## config.mk

```make
export PLATFORM = sky130hd
export DESIGN_NAME = gfd_isqrt
export DESIGN_NICKNAME = d
export VERILOG_FILES = /design/src/rtl/core/gfd_pkg.sv /design/src/rtl/core/gfd_isqrt.sv
export SDC_FILE = /design/constraint.sdc
export NUM_CORES = 2
export LEC_CHECK = 0
export ABC_AREA = 1
export BUFFER_PORTS_ARGS = -buffer_cell sky130_fd_sc_hd__buf_2
export CORE_MARGIN = 2
export CORE_UTILIZATION = 37
export CTS_BUF_LIST = sky130_fd_sc_hd__clkbuf_8
export DETAILED_ROUTE_END_ITERATION = 8
export PLACE_DENSITY_LB_ADDON = 0.25
export SETUP_SLACK_MARGIN = 0.5
export SLEW_MARGIN = 5
export SYNTH_ARGS = -nofsm -noshare
export SYNTH_HDL_FRONTEND = slang
export SYNTH_SLANG_ARGS = --single-unit
```

## constraint.sdc

```tcl
create_clock -name clk -period 2.2 [get_ports clk]
set_clock_uncertainty 0.15 [all_clocks]
set_input_delay 0.44 -clock clk [delete_from_list [all_inputs] [get_ports clk]]
set_output_delay 0.44 -clock clk [all_outputs]
set_load 0.02 [all_outputs]
```

## src/rtl/core/gfd_pkg.sv

```systemverilog
// ----------------------------------------------------------------------------
// gfd_pkg: shared types and constants for the flat-earth distance pipeline
// Field widths, fixed-point formats, polynomial coefficients and latencies.
// ----------------------------------------------------------------------------
`default_nettype none

package gfd_pkg;

	// Fixed-point formats (fractional bits)
	localparam int ANGLE_FRAC_BITS = 16;
	localparam int LAT_Q           = 16;
	localparam int COEF_Q          = 36;
	localparam int SCALE_Q         = 20;
	localparam int COMP_Q          = 12;
	localparam int OUT_Q           = 8;

	// Port field widths
	localparam int LON_W  = 25;
	localparam int LAT_W  = 24;
	localparam int DIST_W = 24;

	// Coordinate differences and their magnitudes
	localparam int DLON_W = LON_W + 1;
	localparam int DLAT_W = LAT_W + 1;

	// Mean latitude, degrees in LAT_Q, clamped to the poles
	localparam int LAT_SUM_W = LAT_W + 1;
	localparam int LAT_SH    = ANGLE_FRAC_BITS + 1 - LAT_Q;
	localparam int LAT_HALF  = 1 << (LAT_SH - 1);
	localparam int MLAT_W    = 24;
	localparam int LAT_LIMIT = 90 * (1 << LAT_Q);

	// Polynomial lanes
	localparam int LANES    = 2;
	localparam int LANE_LON = 0;
	localparam int LANE_LAT = 1;

	// Horner accumulator and product widths
	localparam int C3_W   = 18;
	localparam int A2_W   = 27;
	localparam int A1_W   = 34;
	localparam int A0_W   = 41;
	localparam int P3_W   = C3_W + MLAT_W;
	localparam int P2_W   = A2_W + MLAT_W;
	localparam int PROD_W = A1_W + MLAT_W;

	localparam logic signed [A0_W-1:0] COEF0 [LANES] = '{41'sd126492490584, 41'sd126677758293};
	localparam logic signed [A1_W-1:0] COEF1 [LANES] = '{34'sd104927769, -34'sd4767750};
	localparam logic signed [A2_W-1:0] COEF2 [LANES] = '{-27'sd23364622, 27'sd604727};
	localparam logic signed [C3_W-1:0] COEF3 [LANES] = '{18'sd70325, -18'sd4450};

	// Scale factor magnitude in SCALE_Q
	localparam int SCALE_W  = 24;
	localparam int SCALE_SH = COEF_Q - SCALE_Q;
	localparam int HORN_LAT = 7;

	// Components in km, COMP_Q, clamped at 2^16 km
	localparam int COMP_KM_BITS = 16;
	localparam int Q_W          = SCALE_W + LON_W;
	localparam int P60_W        = Q_W + 6;
	localparam int COMP_SH      = SCALE_Q + ANGLE_FRAC_BITS - COMP_Q;
	localparam int COMP_W       = COMP_KM_BITS + COMP_Q + 1;
	localparam longint unsigned COMP_LIMIT = 64'd1 << (COMP_KM_BITS + COMP_Q);

	// Square root
	localparam int RAD_W  = 2 * COMP_W;
	localparam int ROOT_W = COMP_W;
	localparam int REM_W  = ROOT_W + 3;
	localparam int OUT_SH = COMP_Q - OUT_Q;
	localparam longint unsigned OUT_MAX = (64'd1 << DIST_W) - 64'd1;

	// Input stage, Horner, component product, clamp, square, sum, root, output
	localparam int GFD_LAT = 1 + HORN_LAT + 4 + ROOT_W + 1;

	// Signed round to nearest of a LAT_Q product, ties away from zero
	function automatic logic signed [PROD_W-1:0] round_q16(input logic signed [PROD_W-1:0] v);
		logic [PROD_W-1:0] m;
		logic [PROD_W-1:0] r;
		m = v[PROD_W-1] ? PROD_W'(-v) : PROD_W'(v);
		r = (m + (PROD_W'(1) << (LAT_Q - 1))) >> LAT_Q;
		return v[PROD_W-1] ? -$signed(r) : $signed(r);
	endfunction

endpackage

`default_nettype wire

```

## src/rtl/core/gfd_isqrt.sv

```systemverilog
// ----------------------------------------------------------------------------
// gfd_isqrt: pipelined floor integer square root
// One root bit per stage, restoring form, valid bit per stage.
// ----------------------------------------------------------------------------
`default_nettype none

module gfd_isqrt (
	input  wire logic                        clk,
	input  wire logic                        arst_n,
	input  wire logic                        in_vld,
	input  wire logic [gfd_pkg::RAD_W-1:0]   rad,
	output logic                             out_vld,
	output logic      [gfd_pkg::ROOT_W-1:0]  root
);

	logic [gfd_pkg::ROOT_W-1:0] vld_s;
	logic [gfd_pkg::REM_W-1:0]  rem_s  [gfd_pkg::ROOT_W];
	logic [gfd_pkg::ROOT_W-1:0] root_s [gfd_pkg::ROOT_W];
	logic [gfd_pkg::RAD_W-1:0]  rad_s  [gfd_pkg::ROOT_W];
	logic [gfd_pkg::REM_W-1:0]  rem_n  [gfd_pkg::ROOT_W];
	logic [gfd_pkg::ROOT_W-1:0] root_n [gfd_pkg::ROOT_W];
	logic [gfd_pkg::RAD_W-1:0]  rad_n  [gfd_pkg::ROOT_W];

	always_comb begin
		logic [gfd_pkg::REM_W-1:0]  p_rem;
		logic [gfd_pkg::ROOT_W-1:0] p_root;
		logic [gfd_pkg::RAD_W-1:0]  p_rad;
		logic [gfd_pkg::REM_W-1:0]  cand;
		logic [gfd_pkg::REM_W-1:0]  trial;
		for (int k = 0; k < gfd_pkg::ROOT_W; k++) begin
			if (k == 0) begin
				p_rem  = '0;
				p_root = '0;
				p_rad  = rad;
			end else begin
				p_rem  = rem_s[k-1];
				p_root = root_s[k-1];
				p_rad  = rad_s[k-1];
			end
			// bring down the next radicand pair, try root*4 + 1
			cand  = {p_rem[gfd_pkg::REM_W-3:0], p_rad[gfd_pkg::RAD_W-1 -: 2]};
			trial = {1'b0, p_root, 2'b01};
			if (cand >= trial) begin
				rem_n[k]  = cand - trial;
				root_n[k] = {p_root[gfd_pkg::ROOT_W-2:0], 1'b1};
			end else begin
				rem_n[k]  = cand;
				root_n[k] = {p_root[gfd_pkg::ROOT_W-2:0], 1'b0};
			end
			rad_n[k] = {p_rad[gfd_pkg::RAD_W-3:0], 2'b00};
		end
	end

	always_ff @(posedge clk or negedge arst_n) begin
		if (!arst_n) begin
			vld_s <= '0;
		end else begin
			vld_s <= {vld_s[gfd_pkg::ROOT_W-2:0], in_vld};
		end
	end

	always_ff @(posedge clk) begin
		for (int k = 0; k < gfd_pkg::ROOT_W; k++) begin
			rem_s[k]  <= rem_n[k];
			root_s[k] <= root_n[k];
			rad_s[k]  <= rad_n[k];
		end
	end

	assign out_vld = vld_s[gfd_pkg::ROOT_W-1];
	assign root    = root_s[gfd_pkg::ROOT_W-1];

endmodule

`default_nettype wire

```

==> Flow_metrics.wiki <==
{| class="wikitable"
! Metric !! Value
|-
| Setup slack, reg-to-reg || -0.06 ns
|-
| Xor/xnor share of the synthesized area || 0.03019
|-
| Worst skew pair latency || 1.11 ns
|-
| Number of warnings printed during yosys synthesis || 0
|-
| Area share of the largest cell type after synthesis || 0.4480
|-
| Fraction of layout cells with a size suffix above 1 || 0.3590
|-
| Via count || 83530
|-
| Simple-gate share of the synthesized area || 0.2957
|-
| Effective utilization at floorplan || 0.3719
|-
| Fin crit share || 1.025
|-
| Placement Cell Area || 0.1074 sq mm
|-
| Final antenna-violating net count || 0
|-
| Fin worst setup slack || -0.05538 ns
|-
| Worst-Margin Slew || 0.5528 ns
|-
| Final Instance Count excl. Fillers || 17930
|-
| Clock-pin slew on the worst setup and hold paths || 0.06 ns
|-
| HP Class || reg2reg
|-
| Count of max-cap constraint violations || 0
|-
| Number of cells traversed by the worst register-to-register path || 14
|-
| Nature of the critical path endpoint || flip-flop
|-
| Average wire per cell in the routed design || 15.71 um
|-
| Net count after synthesis || 13210
|-
| Register area share after synthesis || 0.4559
|-
| Critical Path RT || 2.97 ns
|-
| Compound-cell area share of the yosys netlist || 0.05228
|-
| Synthesized flop and latch total || 2074
|-
| DPL Wire Length || 208900 um
|-
| Number of DRC markers in iteration 0 || 4951
|-
| Classification of the worst setup path || reg2reg
|-
| Post-route cell area || 0.1316 sq mm
|-
| Core Area || 0.2457 sq mm
|-
| Power per Cell Area || 1014 mW/mm^2
|-
| Worst Path Max Fanout || 6
|-
| Pre-antenna DRT Iters || 6
|-
| Final Routed Wirelength || 281700 um
|-
| Chip height || 501.0 um
|-
| Wire length of the first global-routing pass || 426600 um
|-
| Sinks on the clock net || 2074
|-
| Worst slew slack as a fraction of its limit || 0.6281
|-
| Vias in the first global route || 80390
|-
| Clk Tree Root Cell || sky130_fd_sc_hd__clkbuf_8
|-
| Violations in the final reports || setup timing
|-
| Final Setup Violations || 22
|-
| Average footprint of a synthesized cell || 7.203 sq um
|-
| Post-Synthesis Cell Area || 0.09138 sq mm
|-
| Clock buffer count from CTS || 365
|-
| Overall track demand over capacity in global routing || 0.2131
|-
| I/O pin total || 91
|-
| Dominant cells by area after synthesis || sky130_fd_sc_hd__dfxtp_1, sky130_fd_sc_hd__nand2_1, sky130_fd_sc_hd__inv_1, sky130_fd_sc_hd__ha_1, sky130_fd_sc_hd__nand3_1
|-
| Static power due to leakage || 65.49 nW
|-
| Final critical delay including setup and external delays || 2.255 ns
|-
| Pin count of the biggest net entering global routing || 30
|-
| Synthesis-to-layout area growth || 44.05%
|-
| Count of flip-flops with a built-in enable after synthesis || 0
|-
| Maximum resistive drop on vdd || 0.6329 mV
|-
| Total die area || 0.2510 sq mm
|-
| Library cell with the highest instance count after synthesis || sky130_fd_sc_hd__nand2_1
|-
| Cell row count || 182
|-
| RSZ-0062 raised after global routing || true
|-
| Cell type with the largest total area after synthesis || sky130_fd_sc_hd__dfxtp_1
|-
| Largest family of logic cells by synthesized area || simple AND/OR/NAND/NOR gates
|-
| Global-route congestion overflow total || 0
|-
| Number of antenna violations at the first check in global routing || 5
|-
| Horiz. Die Dim || 501.0 um
|-
| Max frequency || 0.4434 GHz
|-
| Share of flip-flops with an asynchronous set or reset || 0.01398
|-
| Synthesized instance count || 12690
|-
| Footprint of the flip-flops and latches || 0.04266 sq mm
|-
| DRC violation count after routing || 0
|-
| Post-synthesis mux area share || 0
|-
| Prevailing post-synth register cell || sky130_fd_sc_hd__dfxtp_1
|-
| CTS H-tree depth || 5
|-
| Layout Utilization || 0.5357
|-
| Aggregate negative setup slack || -0.6517 ns
|-
| Final Hold Fails || 0
|-
| Commonest cells in the netlist || sky130_fd_sc_hd__nand2_1, sky130_fd_sc_hd__inv_1, sky130_fd_sc_hd__dfxtp_1
|-
| Adder-Cell Fraction of Synth Area || 0.06380
|-
| Number of inserted filler cells in the final layout || 22750
|-
| Run status || finished, violations left
|-
| TritonCTS clock tree || yes
|-
| Worst setup SP type || flip-flop
|-
| Data arrival time at the worst-slack endpoint || 3.02 ns
|-
| Worst hold path stage count || 0
|-
| Placed insts || 16550
|-
| Clock Tree Buf Depth || 4
|-
| Count of buffers inserted at the top-level ports || 90
|-
| Routability cong. || 0.9479
|-
| Final max-slew violation count || 0
|-
| Area used by multi-input combinational logic || 0.05452 sq mm
|-
| Number of vias per cell after detailed routing || 4.657
|-
| Post-layout nets || 14970
|-
| Number of distinct library cell variants in the gate-level netlist after synthesis || 52
|}
-- worst paths after layout --
kind,from,endpoint
setup / recovery,root_s[0][442]$_DFF_P_,rem_s[1][10]$_DFF_P_
hold / removal,rad_s[0][238]$_DFF_P_,rad_s[0][296]$_DFF_P_
setup reg to reg,root_s[0][442]$_DFF_P_,rem_s[1][10]$_DFF_P_
hold reg to reg,rad_s[0][238]$_DFF_P_,rad_s[0][296]$_DFF_P_
max in group asynchronous,arst_n,vld_s[6]$_DFF_PN0_
min in group asynchronous,arst_n,vld_s[26]$_DFF_PN0_
-- report_power, final --
part	total (mW)	internal (mW)	switching, mW
clock	36.8	21.1	15.8
sequential	51.6	44.5	7.04
combinational	45.0	19.8	25.2
total	133	85.4	48.1
-- placed cells by master, fill, tap and decap left out, types with 183 or more instances in the layout --
cell type                  instances
sky130_fd_sc_hd__nand2_1        3241
sky130_fd_sc_hd__inv_1          1989
sky130_fd_sc_hd__dfxtp_1        1441
sky130_fd_sc_hd__buf_4          1021
sky130_fd_sc_hd__nor2_1          736
sky130_fd_sc_hd__nand2_2         667
sky130_fd_sc_hd__nand3_1         556
sky130_fd_sc_hd__dfxtp_2         510
sky130_fd_sc_hd__clkbuf_8        450
sky130_fd_sc_hd__ha_4            380
sky130_fd_sc_hd__nand2_4         334
sky130_fd_sc_hd__inv_2           329
sky130_fd_sc_hd__a21oi_2         224
sky130_fd_sc_hd__xor2_1          208
sky130_fd_sc_hd__a21oi_1         192
sky130_fd_sc_hd__nand4_1         183
-- worst max-delay path, stage by stage, from the launching register on --
cell and delay (ns):
sky130_fd_sc_hd__dfxtp_2 0.33, sky130_fd_sc_hd__inv_1 0.06, sky130_fd_sc_hd__ha_4 0.26, sky130_fd_sc_hd__nand2_1 0.06
sky130_fd_sc_hd__nand2_1 0.08, sky130_fd_sc_hd__nand2_1 0.10, sky130_fd_sc_hd__nand2_2 0.09, sky130_fd_sc_hd__nand2_2 0.09
sky130_fd_sc_hd__nand2_2 0.08, sky130_fd_sc_hd__a21boi_4 0.19, sky130_fd_sc_hd__nand3_4 0.20, sky130_fd_sc_hd__buf_4 0.20
sky130_fd_sc_hd__buf_12 0.13, sky130_fd_sc_hd__nand2_1 0.08, sky130_fd_sc_hd__nand2_2 0.05
-- per-layer routing --
metal	track usage	wire, um
met5	0	0
met4	0.08766	11820
met3	0.02907	13240
met2	0.3598	132400
met1	0.2725	124200
-- area by class of cell --
| type | count | share of cell area |
|---|---|---|
| Antenna cell | 4 | 0.00007604 |
| Clock buffer | 450 | 0.04705 |
| Clock inverter | 181 | 0.01108 |
| Inverter | 2278 | 0.06655 |
| Multi-Input combinational cell | 8227 | 0.4142 |
| Sequential cell | 2074 | 0.3240 |
| Tap cell | 3220 | 0.03061 |
| Timing Repair Buffer | 1492 | 0.1056 |
| Timing Repair inverter | 8 | 0.0008459 |
-- through the flow --
step,hold slack (ns),setup slack [ns],power (mW)
2_1_floorplan,-0.005591,0.3198,74.07
3_3_place_gp,0.1596,-0.6425,87.02
3_5_place_dp,0.1621,-0.5945,87.09
4_1_cts,0.07217,-0.07766,129.1
5_1_grt,0.1397,-0.1467,141.3
6_report,0.1374,-0.05538,133.4
-- state kept, by name, summed over array words and instances, names as in the netlist --
signal  count
rad_s     812
vld_s      29
rem_s     798
root_s    435
-- cell families (layout without fill, tap and decap cells) --
| kind of cell | after synthesis | after routing |
|---|---|---|
| buffers and inverters | 2386 | 4409 |
| and+or+nand+nor | 6546 | 6547 |
| AOI/OAI and AO/OA | 898 | 898 |
| adders and majority gates | 466 | 466 |
| other | 1 | 5 |
| xor gates and xnor gates | 315 | 315 |
| DFF | 2074 | 2074 |
-- what timing repair did --
item | CTS | global route
setup endpoints to repair | 853 | 853
gates resized for setup | 1382 | 1647
pin swaps | 440 | 667
endpoints found under the hold margin | 89 | 0
buffers inserted | 286 | 269
cloned | 42 | 34
hold buffers | 122 | 0
(Power assumes the default switching activity.)
